--- config.mk ---
export PLATFORM = sky130hd
export DESIGN_NAME = imu_tilt_angle_estimator_unit
export DESIGN_NICKNAME = d
export VERILOG_FILES = /design/src/hw/rtl/imu_tilt_pkg.sv /design/src/hw/rtl/imu_tilt_cordic.sv /design/src/hw/rtl/imu_tilt_gyro.sv /design/src/hw/rtl/imu_tilt_angle_estimator_unit.sv
export SDC_FILE = /design/constraint.sdc
export NUM_CORES = 2
export LEC_CHECK = 0
export BUFFER_PORTS_ARGS = -buffer_cell sky130_fd_sc_hd__buf_2
export CORE_UTILIZATION = 35
export CTS_CLUSTER_DIAMETER = 50
export DETAILED_ROUTE_END_ITERATION = 16
export PLACE_DENSITY_LB_ADDON = 0.08
export SETUP_SLACK_MARGIN = 0.4
export SLEW_MARGIN = 40
export SYNTH_ARGS = -nofsm -noshare
export SYNTH_HDL_FRONTEND = slang
export SYNTH_SLANG_ARGS = --single-unit
--- constraint.sdc ---
create_clock -name clk -period 8.4 [get_ports clk]
set_input_delay 0 -clock clk [delete_from_list [all_inputs] [get_ports clk]]
set_output_delay 0 -clock clk [all_outputs]
set_load 0.05 [all_outputs]
--- src/hw/rtl/imu_tilt_pkg.sv ---
// ============================================================================
// imu tilt estimator package
// shared widths, register indexes, state types and the cordic arctangent table
// ============================================================================
package imu_tilt_pkg;

    // field widths
    localparam int SAMPLE_W  = 16;
    localparam int GAIN_W    = 16;
    localparam int ANGLE_W   = 16;
    localparam int GYRO_W    = 32;
    localparam int CFG_IDX_W = 4;

    // register indexes
    localparam logic [CFG_IDX_W-1:0] CFG_IDX_MODE = CFG_IDX_W'(0);
    localparam logic [CFG_IDX_W-1:0] CFG_IDX_GAIN = CFG_IDX_W'(1);

    // gyro mode codes
    localparam logic GYRO_MODE_INTEGRATE = 1'b0;
    localparam logic GYRO_MODE_RATE      = 1'b1;

    // register reset values
    localparam logic [GAIN_W-1:0] GAIN_RESET = GAIN_W'(3996);

    // cordic datapath
    localparam int ATAN_LEN = 24;
    localparam int STEP_W   = 5;
    localparam int ATAN_W   = 23;
    localparam int VEC_W    = 27;
    localparam logic signed [VEC_W-1:0] HALF_TURN   = VEC_W'(11796480);
    localparam logic signed [VEC_W-1:0] ROUND_HALF  = VEC_W'(256);
    localparam logic signed [VEC_W-1:0] ANGLE_LIMIT = VEC_W'(23040);

    // gyro datapath
    localparam int NUM_AXES = 3;
    localparam int AXIS_W   = 2;
    localparam int PROD_W   = 33;
    localparam int GYRO_SHIFT = 9;

    typedef enum logic [1:0] {
        CORD_IDLE,
        CORD_RUN,
        CORD_FIN
    } cordic_state_t;

    typedef enum logic [1:0] {
        GYR_IDLE,
        GYR_MUL,
        GYR_ADD
    } gyro_state_t;

    typedef enum logic [1:0] {
        TOP_IDLE,
        TOP_ROLL,
        TOP_PITCH,
        TOP_PUSH
    } top_state_t;

    typedef struct packed {
        logic busy;
        logic done;
    } unit_status_t;

    // atan(2^-i) in 2^-16 degree, rounded to nearest
    function automatic logic [ATAN_W-1:0] atan_entry(input logic [STEP_W-1:0] idx);
        logic [ATAN_W-1:0] val;
        case (idx)
            5'd0:    val = ATAN_W'(2949120);
            5'd1:    val = ATAN_W'(1740967);
            5'd2:    val = ATAN_W'(919879);
            5'd3:    val = ATAN_W'(466945);
            5'd4:    val = ATAN_W'(234379);
            5'd5:    val = ATAN_W'(117304);
            5'd6:    val = ATAN_W'(58666);
            5'd7:    val = ATAN_W'(29335);
            5'd8:    val = ATAN_W'(14668);
            5'd9:    val = ATAN_W'(7334);
            5'd10:   val = ATAN_W'(3667);
            5'd11:   val = ATAN_W'(1833);
            5'd12:   val = ATAN_W'(917);
            5'd13:   val = ATAN_W'(458);
            5'd14:   val = ATAN_W'(229);
            5'd15:   val = ATAN_W'(115);
            5'd16:   val = ATAN_W'(57);
            5'd17:   val = ATAN_W'(29);
            5'd18:   val = ATAN_W'(14);
            5'd19:   val = ATAN_W'(7);
            5'd20:   val = ATAN_W'(4);
            5'd21:   val = ATAN_W'(2);
            5'd22:   val = ATAN_W'(1);
            default: val = '0;
        endcase
        return val;
    endfunction

endpackage

--- src/hw/rtl/imu_tilt_cordic.sv ---
// ============================================================================
// imu tilt cordic engine
// iterative vectoring cordic, one micro-rotation per cycle, gives atan2(num, den)
// ============================================================================
module imu_tilt_cordic #(
    parameter int CORDIC_STEPS = 16
) (
    input  logic                                         clk,
    input  logic                                         rst_n,
    input  logic                                         start,
    input  logic signed [imu_tilt_pkg::SAMPLE_W-1:0]     num,
    input  logic signed [imu_tilt_pkg::SAMPLE_W-1:0]     den,
    output imu_tilt_pkg::unit_status_t                   status,
    output logic signed [imu_tilt_pkg::ANGLE_W-1:0]      angle
);

    localparam int NUM_ITER = (CORDIC_STEPS < imu_tilt_pkg::ATAN_LEN) ?
                              CORDIC_STEPS : imu_tilt_pkg::ATAN_LEN;
    localparam logic [imu_tilt_pkg::STEP_W-1:0] LAST_IDX =
        imu_tilt_pkg::STEP_W'(NUM_ITER - 1);

    imu_tilt_pkg::cordic_state_t state_reg, state_next;
    logic [imu_tilt_pkg::STEP_W-1:0] idx_reg, idx_next;

    logic signed [imu_tilt_pkg::VEC_W-1:0] x_reg, x_next;
    logic signed [imu_tilt_pkg::VEC_W-1:0] y_reg, y_next;
    logic signed [imu_tilt_pkg::VEC_W-1:0] z_reg, z_next;
    logic zero_reg, zero_next;

    logic signed [imu_tilt_pkg::VEC_W-1:0] num_ext, den_ext;
    logic signed [imu_tilt_pkg::VEC_W-1:0] x_shift, y_shift, step_angle;
    logic signed [imu_tilt_pkg::VEC_W-1:0] z_round, z_scaled, z_clamped;
    logic load;

    // operands scaled by 2^8
    assign num_ext = imu_tilt_pkg::VEC_W'(num) <<< 8;
    assign den_ext = imu_tilt_pkg::VEC_W'(den) <<< 8;

    // shared micro-rotation operands
    assign x_shift    = x_reg >>> idx_reg;
    assign y_shift    = y_reg >>> idx_reg;
    assign step_angle = signed'({{(imu_tilt_pkg::VEC_W - imu_tilt_pkg::ATAN_W){1'b0}},
                                 imu_tilt_pkg::atan_entry(idx_reg)});

    assign load = start && (state_reg != imu_tilt_pkg::CORD_RUN);

    // sequencer
    always_ff @(posedge clk or negedge rst_n)
    begin
        if (!rst_n)
        begin
            state_reg <= imu_tilt_pkg::CORD_IDLE;
            idx_reg   <= '0;
        end
        else
        begin
            state_reg <= state_next;
            idx_reg   <= idx_next;
        end
    end

    always_comb
    begin
        state_next = state_reg;
        idx_next   = idx_reg;
        unique case (state_reg)
            imu_tilt_pkg::CORD_IDLE,
            imu_tilt_pkg::CORD_FIN:
            begin
                idx_next = '0;
                if (load)
                    state_next = imu_tilt_pkg::CORD_RUN;
                else
                    state_next = imu_tilt_pkg::CORD_IDLE;
            end
            imu_tilt_pkg::CORD_RUN:
            begin
                idx_next = idx_reg + 1'b1;
                if (idx_reg == LAST_IDX)
                    state_next = imu_tilt_pkg::CORD_FIN;
            end
            default:
            begin
                state_next = imu_tilt_pkg::CORD_IDLE;
            end
        endcase
        status.busy = (state_reg == imu_tilt_pkg::CORD_RUN);
        status.done = (state_reg == imu_tilt_pkg::CORD_FIN);
    end

    // vector and angle datapath
    always_comb
    begin
        x_next    = x_reg;
        y_next    = y_reg;
        z_next    = z_reg;
        zero_next = zero_reg;
        if (load)
        begin
            zero_next = (num == '0) && (den == '0);
            if (den_ext < 0)
            begin
                x_next = -den_ext;
                y_next = -num_ext;
                z_next = (num_ext >= 0) ? imu_tilt_pkg::HALF_TURN : -imu_tilt_pkg::HALF_TURN;
            end
            else
            begin
                x_next = den_ext;
                y_next = num_ext;
                z_next = '0;
            end
        end
        else if (state_reg == imu_tilt_pkg::CORD_RUN)
        begin
            if (y_reg > 0)
            begin
                x_next = x_reg + y_shift;
                y_next = y_reg - x_shift;
                z_next = z_reg + step_angle;
            end
            else
            begin
                x_next = x_reg - y_shift;
                y_next = y_reg + x_shift;
                z_next = z_reg - step_angle;
            end
        end
    end

    always_ff @(posedge clk)
    begin
        x_reg    <= x_next;
        y_reg    <= y_next;
        z_reg    <= z_next;
        zero_reg <= zero_next;
    end

    // round to 1/128 degree and clamp
    always_comb
    begin
        z_round  = z_reg + imu_tilt_pkg::ROUND_HALF;
        z_scaled = z_round >>> 9;
        if (z_scaled > imu_tilt_pkg::ANGLE_LIMIT)
            z_clamped = imu_tilt_pkg::ANGLE_LIMIT;
        else if (z_scaled < -imu_tilt_pkg::ANGLE_LIMIT)
            z_clamped = -imu_tilt_pkg::ANGLE_LIMIT;
        else
            z_clamped = z_scaled;
        angle = zero_reg ? '0 : imu_tilt_pkg::ANGLE_W'(z_clamped);
    end

endmodule

--- src/hw/rtl/imu_tilt_gyro.sv ---
// ============================================================================
// imu tilt gyro unit
// one shared multiplier and saturating adder, stepped over the three axes
// ============================================================================
module imu_tilt_gyro (
    input  logic                                         clk,
    input  logic                                         rst_n,
    input  logic                                         start,
    input  logic                                         mode,
    input  logic [imu_tilt_pkg::GAIN_W-1:0]              gain,
    input  logic signed [imu_tilt_pkg::SAMPLE_W-1:0]     raw [imu_tilt_pkg::NUM_AXES],
    output imu_tilt_pkg::unit_status_t                   status,
    output logic signed [imu_tilt_pkg::GYRO_W-1:0]       result [imu_tilt_pkg::NUM_AXES]
);

    localparam logic [imu_tilt_pkg::AXIS_W-1:0] LAST_AXIS =
        imu_tilt_pkg::AXIS_W'(imu_tilt_pkg::NUM_AXES - 1);
    localparam logic signed [imu_tilt_pkg::PROD_W-1:0] SAT_MAX =
        imu_tilt_pkg::PROD_W'(33'sh0_7FFF_FFFF);
    localparam logic signed [imu_tilt_pkg::PROD_W-1:0] SAT_MIN =
        imu_tilt_pkg::PROD_W'(33'sh1_8000_0000);

    imu_tilt_pkg::gyro_state_t state_reg, state_next;
    logic [imu_tilt_pkg::AXIS_W-1:0] axis_reg, axis_next;
    logic mode_reg;

    logic signed [imu_tilt_pkg::SAMPLE_W-1:0] raw_reg [imu_tilt_pkg::NUM_AXES];
    logic signed [imu_tilt_pkg::PROD_W-1:0]   prod_reg;
    logic signed [imu_tilt_pkg::GYRO_W-1:0]   acc_reg [imu_tilt_pkg::NUM_AXES];
    logic signed [imu_tilt_pkg::GYRO_W-1:0]   res_reg [imu_tilt_pkg::NUM_AXES];

    logic signed [imu_tilt_pkg::PROD_W-1:0] prod_next, prod_shift, sum_wide;
    logic signed [imu_tilt_pkg::GYRO_W-1:0] term, sat_sum;
    logic load;

    assign load = start && (state_reg == imu_tilt_pkg::GYR_IDLE);

    // sequencer
    always_ff @(posedge clk or negedge rst_n)
    begin
        if (!rst_n)
        begin
            state_reg <= imu_tilt_pkg::GYR_IDLE;
            axis_reg  <= '0;
        end
        else
        begin
            state_reg <= state_next;
            axis_reg  <= axis_next;
        end
    end

    always_comb
    begin
        state_next = state_reg;
        axis_next  = axis_reg;
        unique case (state_reg)
            imu_tilt_pkg::GYR_IDLE:
            begin
                axis_next = '0;
                if (load)
                    state_next = imu_tilt_pkg::GYR_MUL;
            end
            imu_tilt_pkg::GYR_MUL:
            begin
                state_next = imu_tilt_pkg::GYR_ADD;
            end
            imu_tilt_pkg::GYR_ADD:
            begin
                if (axis_reg == LAST_AXIS)
                begin
                    state_next = imu_tilt_pkg::GYR_IDLE;
                end
                else
                begin
                    axis_next  = axis_reg + 1'b1;
                    state_next = imu_tilt_pkg::GYR_MUL;
                end
            end
            default:
            begin
                state_next = imu_tilt_pkg::GYR_IDLE;
            end
        endcase
        status.busy = (state_reg != imu_tilt_pkg::GYR_IDLE);
        status.done = (state_reg == imu_tilt_pkg::GYR_ADD) && (axis_reg == LAST_AXIS);
    end

    // shared multiplier and saturating adder
    always_comb
    begin
        prod_next  = imu_tilt_pkg::PROD_W'(raw_reg[axis_reg]) *
                     signed'(imu_tilt_pkg::PROD_W'({1'b0, gain}));
        prod_shift = prod_reg >>> imu_tilt_pkg::GYRO_SHIFT;
        term       = imu_tilt_pkg::GYRO_W'(prod_shift);
        sum_wide   = imu_tilt_pkg::PROD_W'(acc_reg[axis_reg]) + imu_tilt_pkg::PROD_W'(term);
        if (sum_wide > SAT_MAX)
            sat_sum = imu_tilt_pkg::GYRO_W'(SAT_MAX);
        else if (sum_wide < SAT_MIN)
            sat_sum = imu_tilt_pkg::GYRO_W'(SAT_MIN);
        else
            sat_sum = imu_tilt_pkg::GYRO_W'(sum_wide);
    end

    // sample capture, product and results
    always_ff @(posedge clk)
    begin
        if (load)
        begin
            mode_reg <= mode;
            for (int k = 0; k < imu_tilt_pkg::NUM_AXES; k++)
            begin
                raw_reg[k] <= raw[k];
            end
        end
        if (state_reg == imu_tilt_pkg::GYR_MUL)
            prod_reg <= prod_next;
        if (state_reg == imu_tilt_pkg::GYR_ADD)
        begin
            if (mode_reg == imu_tilt_pkg::GYRO_MODE_INTEGRATE)
                res_reg[axis_reg] <= sat_sum;
            else
                res_reg[axis_reg] <= term;
        end
    end

    // angle accumulators
    always_ff @(posedge clk or negedge rst_n)
    begin
        if (!rst_n)
        begin
            for (int k = 0; k < imu_tilt_pkg::NUM_AXES; k++)
            begin
                acc_reg[k] <= '0;
            end
        end
        else if ((state_reg == imu_tilt_pkg::GYR_ADD) &&
                 (mode_reg == imu_tilt_pkg::GYRO_MODE_INTEGRATE))
        begin
            acc_reg[axis_reg] <= sat_sum;
        end
    end

    assign result = res_reg;

endmodule

--- src/hw/rtl/imu_tilt_angle_estimator_unit.sv ---
// ============================================================================
// imu tilt angle estimator
// accelerometer roll and pitch by cordic atan2, gyro rate scaling and integration
// ============================================================================
// Usage:
//   Input channel: in_valid / in_stall carry one beat of six signed 16-bit
//   samples (accel_x/y/z, gyro_x/y/z). in_stall is high while a sample is in
//   work, so one beat is taken at a time.
//   Output channel: out_valid / out_stall carry one beat per input beat:
//   accel_roll, accel_pitch (1/128 degree) and gyro_roll/pitch/yaw.
//   Config channel: cfg_valid / cfg_ready with cfg_index and cfg_data;
//   index 0 is gyro_mode, 1 is gyro_gain, other indexes are ignored.
//   cfg_ready is always high; write only while the block is idle.
// Operation:
//   each angle takes N = min(CORDIC_STEPS, 24) cordic micro-rotations; the
//   roll and pitch run one after the other on the one cordic engine, the
//   gyro axes run one after another on a shared multiplier alongside the
//   cordic. A new beat is taken in the cycle after the result is loaded.
// Reset: clears the gyro accumulators, sets gyro_mode 0 and gyro_gain 3996.
// A stalled result holds in the output register; the next result waits
// for it to be taken before it is loaded.
// ============================================================================
module imu_tilt_angle_estimator_unit #(
    parameter int CORDIC_STEPS = 16
) (
    input  logic                                          clk,
    input  logic                                          rst_n,
    // sample input
    input  logic                                          in_valid,
    output logic                                          in_stall,
    input  logic signed [imu_tilt_pkg::SAMPLE_W-1:0]      accel_x,
    input  logic signed [imu_tilt_pkg::SAMPLE_W-1:0]      accel_y,
    input  logic signed [imu_tilt_pkg::SAMPLE_W-1:0]      accel_z,
    input  logic signed [imu_tilt_pkg::SAMPLE_W-1:0]      gyro_x,
    input  logic signed [imu_tilt_pkg::SAMPLE_W-1:0]      gyro_y,
    input  logic signed [imu_tilt_pkg::SAMPLE_W-1:0]      gyro_z,
    // result output
    output logic                                          out_valid,
    input  logic                                          out_stall,
    output logic signed [imu_tilt_pkg::ANGLE_W-1:0]       accel_roll,
    output logic signed [imu_tilt_pkg::ANGLE_W-1:0]       accel_pitch,
    output logic signed [imu_tilt_pkg::GYRO_W-1:0]        gyro_roll,
    output logic signed [imu_tilt_pkg::GYRO_W-1:0]        gyro_pitch,
    output logic signed [imu_tilt_pkg::GYRO_W-1:0]        gyro_yaw,
    // configuration writes
    input  logic                                          cfg_valid,
    output logic                                          cfg_ready,
    input  logic [imu_tilt_pkg::CFG_IDX_W-1:0]            cfg_index,
    input  logic [imu_tilt_pkg::GAIN_W-1:0]               cfg_data
);

    imu_tilt_pkg::top_state_t state_reg, state_next;

    logic gyro_mode_reg;
    logic [imu_tilt_pkg::GAIN_W-1:0] gyro_gain_reg;

    logic signed [imu_tilt_pkg::SAMPLE_W-1:0] ax_reg, az_reg;
    logic signed [imu_tilt_pkg::ANGLE_W-1:0]  roll_reg;

    logic out_valid_reg, out_valid_next;
    logic signed [imu_tilt_pkg::ANGLE_W-1:0] out_roll_reg, out_pitch_reg;
    logic signed [imu_tilt_pkg::GYRO_W-1:0]  out_groll_reg, out_gpitch_reg, out_gyaw_reg;

    logic in_accept, push_load;
    logic cord_start;
    logic signed [imu_tilt_pkg::SAMPLE_W-1:0] cord_num, cord_den;
    logic signed [imu_tilt_pkg::ANGLE_W-1:0]  cord_angle;
    imu_tilt_pkg::unit_status_t cord_status, gyro_status;

    logic signed [imu_tilt_pkg::SAMPLE_W-1:0] gyro_raw [imu_tilt_pkg::NUM_AXES];
    logic signed [imu_tilt_pkg::GYRO_W-1:0]   gyro_res [imu_tilt_pkg::NUM_AXES];

    assign in_stall  = (state_reg != imu_tilt_pkg::TOP_IDLE);
    assign in_accept = in_valid && !in_stall;
    assign cfg_ready = 1'b1;

    assign gyro_raw[0] = gyro_x;
    assign gyro_raw[1] = gyro_y;
    assign gyro_raw[2] = gyro_z;

    // configuration registers
    always_ff @(posedge clk or negedge rst_n)
    begin
        if (!rst_n)
        begin
            gyro_mode_reg <= imu_tilt_pkg::GYRO_MODE_INTEGRATE;
            gyro_gain_reg <= imu_tilt_pkg::GAIN_RESET;
        end
        else if (cfg_valid && cfg_ready)
        begin
            unique case (cfg_index)
                imu_tilt_pkg::CFG_IDX_MODE: gyro_mode_reg <= cfg_data[0];
                imu_tilt_pkg::CFG_IDX_GAIN: gyro_gain_reg <= cfg_data;
                default:                    ;
            endcase
        end
    end

    // shared cordic engine, roll then pitch
    imu_tilt_cordic #(
        .CORDIC_STEPS (CORDIC_STEPS)
    ) u_cordic (
        .clk    (clk),
        .rst_n  (rst_n),
        .start  (cord_start),
        .num    (cord_num),
        .den    (cord_den),
        .status (cord_status),
        .angle  (cord_angle)
    );

    // gyro scaling and integration
    imu_tilt_gyro u_gyro (
        .clk    (clk),
        .rst_n  (rst_n),
        .start  (in_accept),
        .mode   (gyro_mode_reg),
        .gain   (gyro_gain_reg),
        .raw    (gyro_raw),
        .status (gyro_status),
        .result (gyro_res)
    );

    // sequencer
    always_ff @(posedge clk or negedge rst_n)
    begin
        if (!rst_n)
        begin
            state_reg     <= imu_tilt_pkg::TOP_IDLE;
            out_valid_reg <= 1'b0;
        end
        else
        begin
            state_reg     <= state_next;
            out_valid_reg <= out_valid_next;
        end
    end

    always_comb
    begin
        state_next = state_reg;
        cord_start = 1'b0;
        cord_num   = ax_reg;
        cord_den   = az_reg;
        push_load  = 1'b0;
        unique case (state_reg)
            imu_tilt_pkg::TOP_IDLE:
            begin
                cord_num = accel_y;
                cord_den = accel_z;
                if (in_accept)
                begin
                    cord_start = 1'b1;
                    state_next = imu_tilt_pkg::TOP_ROLL;
                end
            end
            imu_tilt_pkg::TOP_ROLL:
            begin
                if (cord_status.done)
                begin
                    cord_start = 1'b1;
                    state_next = imu_tilt_pkg::TOP_PITCH;
                end
            end
            imu_tilt_pkg::TOP_PITCH:
            begin
                if (cord_status.done)
                    state_next = imu_tilt_pkg::TOP_PUSH;
            end
            imu_tilt_pkg::TOP_PUSH:
            begin
                if (!gyro_status.busy && (!out_valid_reg || !out_stall))
                begin
                    push_load  = 1'b1;
                    state_next = imu_tilt_pkg::TOP_IDLE;
                end
            end
            default:
            begin
                state_next = imu_tilt_pkg::TOP_IDLE;
            end
        endcase
        out_valid_next = push_load || (out_valid_reg && out_stall);
    end

    // sample capture and result register
    always_ff @(posedge clk)
    begin
        if (in_accept)
        begin
            ax_reg <= accel_x;
            az_reg <= accel_z;
        end
        if ((state_reg == imu_tilt_pkg::TOP_ROLL) && cord_status.done)
            roll_reg <= cord_angle;
        if ((state_reg == imu_tilt_pkg::TOP_PITCH) && cord_status.done)
            out_pitch_reg <= cord_angle;
        if (push_load)
        begin
            out_roll_reg   <= roll_reg;
            out_groll_reg  <= gyro_res[0];
            out_gpitch_reg <= gyro_res[1];
            out_gyaw_reg   <= gyro_res[2];
        end
    end

    // pitch is staged in out_pitch_reg ahead of the push, so a hold register drives the output
    logic signed [imu_tilt_pkg::ANGLE_W-1:0] out_pitch_hold_reg;

    always_ff @(posedge clk)
    begin
        if (push_load)
            out_pitch_hold_reg <= out_pitch_reg;
    end

    assign out_valid   = out_valid_reg;
    assign accel_roll  = out_roll_reg;
    assign accel_pitch = out_pitch_hold_reg;
    assign gyro_roll   = out_groll_reg;
    assign gyro_pitch  = out_gpitch_reg;
    assign gyro_yaw    = out_gyaw_reg;

endmodule

Yosys cells after proc, flatten, opt, wreduce, memory -nomap -nowiden
Memories as Yosys holds them, arrays and structs flattened.
Cells that the tools add are included.
{ "op_classes": {"n_addsub": 12, "eq_ne": 18, "order_cmp": 9, "mul": 1, "n_reduce_logical": 32, "bitwise_logic": 2, "shift": 2, "n_mux": 50} }
{ "op_table": {"columns": ["operator", "n"], "rows": [
  ["$mux W27", 13],
  ["$bwmux W96", 3],
  ["$mux W32", 5],
  ["$mux W96", 1],
  ["$mux W16", 5],
  ["$bmux W32 S2", 1],
  ["$demux W32 S2", 1],
  ["$add A27 B27 Y27", 2],
  ["$neg A24 Y27", 2],
  ["$sshr A27 B5 Y27", 2],
  ["$sub A27 B27 Y27", 2],
  ["$add A32 B24 Y33", 1],
  ["$gt A33 B32 Y1 const B", 1],
  ["$lt A33 B32 Y1 const B", 1],
  ["$mul A16 B17 Y33", 1],
  ["$logic_not A16 Y1", 2],
  ["$add A27 B10 Y27 const B", 1],
  ["$add A27 B24 Y27", 1],
  ["$gt A27 B1 Y1 const B", 1],
  ["$sub A27 B24 Y27", 1],
  ["$ge A24 B1 Y1 const B", 1],
  ["$lt A24 B1 Y1 const B", 1],
  ["$gt A18 B16 Y1 const B", 1],
  ["$lt A18 B16 Y1 const B", 1],
  ["other kinds (28)", 75]
]} }
{ "totals": {"n_memories": 2, "reg_bits": 531, "romBits": 704, "output_inout_bits": 131, "ramBits": 48} }
{ "memory_table": {"columns": ["name", "words", "word_bits", "rd", "rd_clocked_by_memory_dff", "wr", "line_no", "rtl"], "rows": [
  ["(no name shown)", 32, 22, 1, 0, 0, "imu_tilt_pkg.sv:67", "case (idx)"],
  ["u_gyro.raw_reg", 3, 16, 1, 0, 3, "imu_tilt_gyro.sv:27", "logic signed [imu_tilt_pkg::SAMPLE_W-1:0] raw_reg [imu_tilt_pkg::NUM_AXES];"]
]} }

Logic depth before layout (Yosys ltp)
{ "logic_depth": {"word_depth": 10, "ltp_mapped": 29, "depth_no_buf": 27} }

Hierarchy
From an unflattened synthesis, not the netlist that was laid out.
{ "hier_totals": {"hier_cells": 4252, "hier_area_um2": 43282.8} }
{ "modules_own_cells": {"columns": ["module", "n_inst", "cells_per_inst", "seq_area_each_um2", "area_per_inst_um2"], "rows": [
  ["imu_tilt_gyro", 1, 2196, 7577.3, 21519.4],
  ["imu_tilt_cordic", 1, 1762, 2637.5, 14647.8],
  ["imu_tilt_angle_estimator_unit", 1, 294, 6276.0, 7115.6]
]} }

Worst setup path before layout
Ideal clock, no wire load.
{ "synth_timing": {"kind": "register to register", "from": "register u_gyro.axis_reg[0] (netlist bit)", "to": "register u_gyro.prod_reg[32] (netlist bit), data pin", "setup_slack_ns": 0.750, "stages_incl_launch_ff": 27, "required_time_ns": 8.140, "arrival_ns": 7.390, "path_buffers": 3, "path_cell_list": "dfrtp_1 buf_2 buf_1 mux2i_1 o21ai_0 clkbuf_1 nand2_1 fa_1 fa_1 fa_1 fa_1 inv_1 fa_1 inv_1 fa_1 inv_1 ha_1 and4_1 nand2_1 a2111oi_0 o41ai_2 a31oi_1 a21oi_1 o21ai_1 or4_1 a31oi_1 xnor2_1"} }
{ "synth_via": {"elab_chain_len": 2} }
{ "synth_rtl": {"columns": ["element", "line_no", "rtl"], "rows": [
  ["start, declared", "imu_tilt_gyro.sv:24", "logic [imu_tilt_pkg::AXIS_W-1:0] axis_reg, axis_next;"],
  ["start signal, assigned", "imu_tilt_gyro.sv:49", "axis_reg <= axis_next;"],
  ["$mem_v2 Z3 W16", null, null],
  ["$mul A16 B17 Y33", "imu_tilt_gyro.sv:92", "prod_next = imu_tilt_pkg::PROD_W'(raw_reg[axis_reg]) *"],
  ["via u_gyro.prod_next, one bit", "imu_tilt_gyro.sv:32", "logic signed [imu_tilt_pkg::PROD_W-1:0] prod_next, prod_shift, sum_wide;"],
  ["end signal, assigned", "imu_tilt_gyro.sv:117", "prod_reg <= prod_next;"],
  ["end, declared", "imu_tilt_gyro.sv:28", "logic signed [imu_tilt_pkg::PROD_W-1:0] prod_reg;"]
]} }
The timed path passes the listed nets, and every way through them passes these cells.
A chain may end at the register's enable or synchronous reset.

Final worst setup path
Ends and elaborated chain as after synthesis.

==> results.cfg <==
[global_route]
grt_max_degree = 70
gr-usage-all-layers_pct = 20.3
overflow = 0
grt_pass1_vias = 31966
antenna_found_initial = 2
grt_pass1_wl_um = 191000

[sta]
max_clock_freq_mhz = 133
final.setup.tns_ns = 0
period_needed_ns = 7.52
fin_crit_sh_pct = 89.5
slew_violations = 0
tightest_slew_ns = 0.863
setup_viol = 0
finalClockSkew_ns = 0.0413
rsz0062_at_grt = false
final-hold-violation-count = 0
maxSlewHeadroom_pct = 42.5

[yosys]
yosysSeqAreaShare_pct = 39.4
syn-num-nets = 4631
postSynth.asyncResetShare_pct = 22.3
syn_inst = 4062
yosysUniqueCellTypes = 112
ys_seq_elements = 570
avgSynthCellArea_sq_um = 10.3
yosys_most_used_dff = edfxtp_1
yosysWarnings = 0
synth-edff-count = 443
synth_area_sq_um = 41900

[cts]
cts_tree = done
cts_root_buf = clkbuf_16
insertion_delay_ns = 0.66
path_clk_slew_ns = 0.06
cts_buffers = 89
h-tree-depth = 3
clockBufferDepth = 3
clock-sinks = 570
cts_setup_buffers = 0

[floorplan]
dieArea_sq_um = 121000
start_util_pct = 35.4
die_h_um = 348
fp-row-count = 126
core_area_sq_um = 118000
ios = 252
die_x_um = 348

[critical_path]
rrSetupSlack_ns = 0.88
startpoint_type = flop
criticalPathCategory = reg -> reg
worst_ep_arrival_time_ns = 7.95
critPathMaxFanout = 12
required_ns = 8.83
cp-end-kind = flop

[placed_design]
routabilityCongestion = 0.942
dpl.cell_count = 5743
portBuffers = 250
place_hpwl_um = 90700

[final_layout]
fin_nets = 5012
drive_above_1_share_pct = 15.0
stdcell_count = 6056
syn_to_final_growth_pct = 18.1

[route]
first_iter_violations = 2039
drcViolationCount = 0
wl_per_cell_um = 20.3
firstDrtPassIters = 5
drtAntennaViolNets = 0
drt_wl_total_um = 123000
vias_per_cell = 5.24
vias = 31724

[worst_hold_path]
min_path_type = in -> reg

[run]
maxCapViolations = 0

[outcome]
status = finished, final reports clean
[layout by cell type, fill, tap and decap left out, types with 19 or more instances in the layout]
| master | Yosys | final |
|---|---|---|
| mux2i_1 | 122 | 122 |
| nand2b_1 | 58 | 58 |
| o22ai_1 | 19 | 19 |
| xnor2_1 | 117 | 117 |
| inv_1 | 305 | 304 |
| a31oi_1 | 35 | 34 |
| buf_4 | 5 | 77 |
| a21o_1 | 59 | 59 |
| and3_1 | 21 | 20 |
| o21ai_0 | 314 | 308 |
| a21oi_1 | 236 | 231 |
| and2_1 | 88 | 88 |
| nor2b_1 | 80 | 79 |
| xor2_1 | 96 | 96 |
| nand3_1 | 49 | 49 |
| dfrtp_1 | 119 | 113 |
| o21a_1 | 28 | 28 |
| or3_1 | 19 | 19 |
| dlygate4sd3_1 | 0 | 144 |
| ha_1 | 251 | 250 |
| fa_1 | 197 | 197 |
| nor3_1 | 54 | 51 |
| edfxtp_1 | 443 | 443 |
| clkbuf_16 | 0 | 91 |
| o21ai_1 | 21 | 25 |
| nor2_1 | 239 | 235 |
| buf_2 | 23 | 249 |
| nand2_1 | 485 | 484 |
| mux4_2 | 54 | 54 |
| mux2_2 | 33 | 33 |
| a211oi_1 | 20 | 20 |
[per-stage QoR]
step | worst slack (ns) | area, sq um | hold slack, ns | utilization [%]
global route | 0.405 | 49400 | 0.0282 | 41.8
floorplan | 0.750 | 41900 | -0.296 | -
detailed placement | 0.476 | 44900 | -0.0281 | 38.0
finish | 0.878 | 49400 | 0.0490 | 41.8
CTS | 0.466 | 49400 | 0.000686 | 41.8
global placement | 0.418 | 44800 | -0.0235 | 37.9
[metal layers]
metal	wire [um]	track usage, %
met3	6240	2.95
met4	2820	5.25
met5	13	0
met2	53100	31.0
met1	60900	30.0
[synth_stat cells, drive strengths merged, types with 23 or more instances]
cell / count / area (sq um)
o21ai: 338 / 1700
nand2: 485 / 1820
mux2i: 125 / 1270
fa: 197 / 3940
nor2b: 80 / 500
nand2b: 58 / 363
mux4: 54 / 1220
a21oi: 239 / 1210
mux2: 41 / 469
a211oi: 23 / 188
edfxtp: 443 / 13300
buf: 56 / 349
xor2: 96 / 841
nor3: 55 / 280
nor2: 242 / 916
inv: 309 / 1160
ha: 251 / 3140
and2: 89 / 557
o21a: 28 / 210
a21o: 59 / 443
dfrtp: 119 / 2980
clkbuf: 132 / 499
xnor2: 117 / 1020
a31oi: 36 / 231
nand3: 49 / 245
[cell families after synthesis]
family                   count (synthesis)  share of synthesized area [%]
other                                    1                        0.00896
AO/OA/AOI/OAI                          910                           13.6
multiplexers                           220                           7.06
AND/OR/NAND/NOR                       1192                           13.5
flip-flops                             570                           39.4
adder cells (fa/ha/maj)                457                           17.2
XOR/XNOR                               213                           4.46
buffers and inverters                  499                           4.82
[what timing repair did]
| item | CTS | global route |
|---|---|---|
| hold buffers | 145 | 0 |
| gates resized for setup | 0 | 9 |
| hold endpoints to repair | 250 | 0 |
| setup endpoints to repair | 0 | 8 |
[critical path, stage by stage, from the launching register on]
cell and delay (ns):
dfrtp_4 0.48, buf_4 0.27, mux2i_1 0.21, nor2_1 0.06, a21oi_2 0.26, buf_4 0.27
nor2b_1 0.08, fa_1 0.51, inv_1 0.05, fa_1 0.47, inv_1 0.05, fa_1 0.50
fa_1 0.52, fa_1 0.50, inv_1 0.06, fa_1 0.48, inv_1 0.04, ha_1 0.31
nand2_1 0.10, a2111oi_1 0.08, o41ai_2 0.52, a31oi_2 0.23, a21oi_1 0.31, o21ai_1 0.17
or4_1 0.44, a31oi_1 0.21, xnor2_1 0.08
[final cells by class]
type,count,area [sq um]
clock buffers,100,2320
fillers,11506,68800
multi-input cells,2993,23500
inverters,311,1170
flip-flops and latches,570,16500
repair buffers,478,3390
diodes,1,2.50
clock inverters,67,654
well taps,1536,1920
[worst paths after layout]
kind	endpoint	start	depth (start not counted)
worst min register to register	accel_pitch[8]	out_pitch_reg[8]	0
worst max register to register	u_gyro.prod_reg[32]	u_gyro.axis_reg[0]	26
max in group asynchronous	u_cordic.idx_reg[0]	rst_n	4
min in group asynchronous	u_gyro.acc_reg[21]	rst_n	4
worst min-delay path	u_cordic.y_reg[21]	accel_y[13]	5
worst max-delay path	u_gyro.prod_reg[32]	u_gyro.axis_reg[0]	26
Power is left out: the tool's default activity adds up to more than one toggle a clock period on the data nets, which glitch-free logic cannot reach.
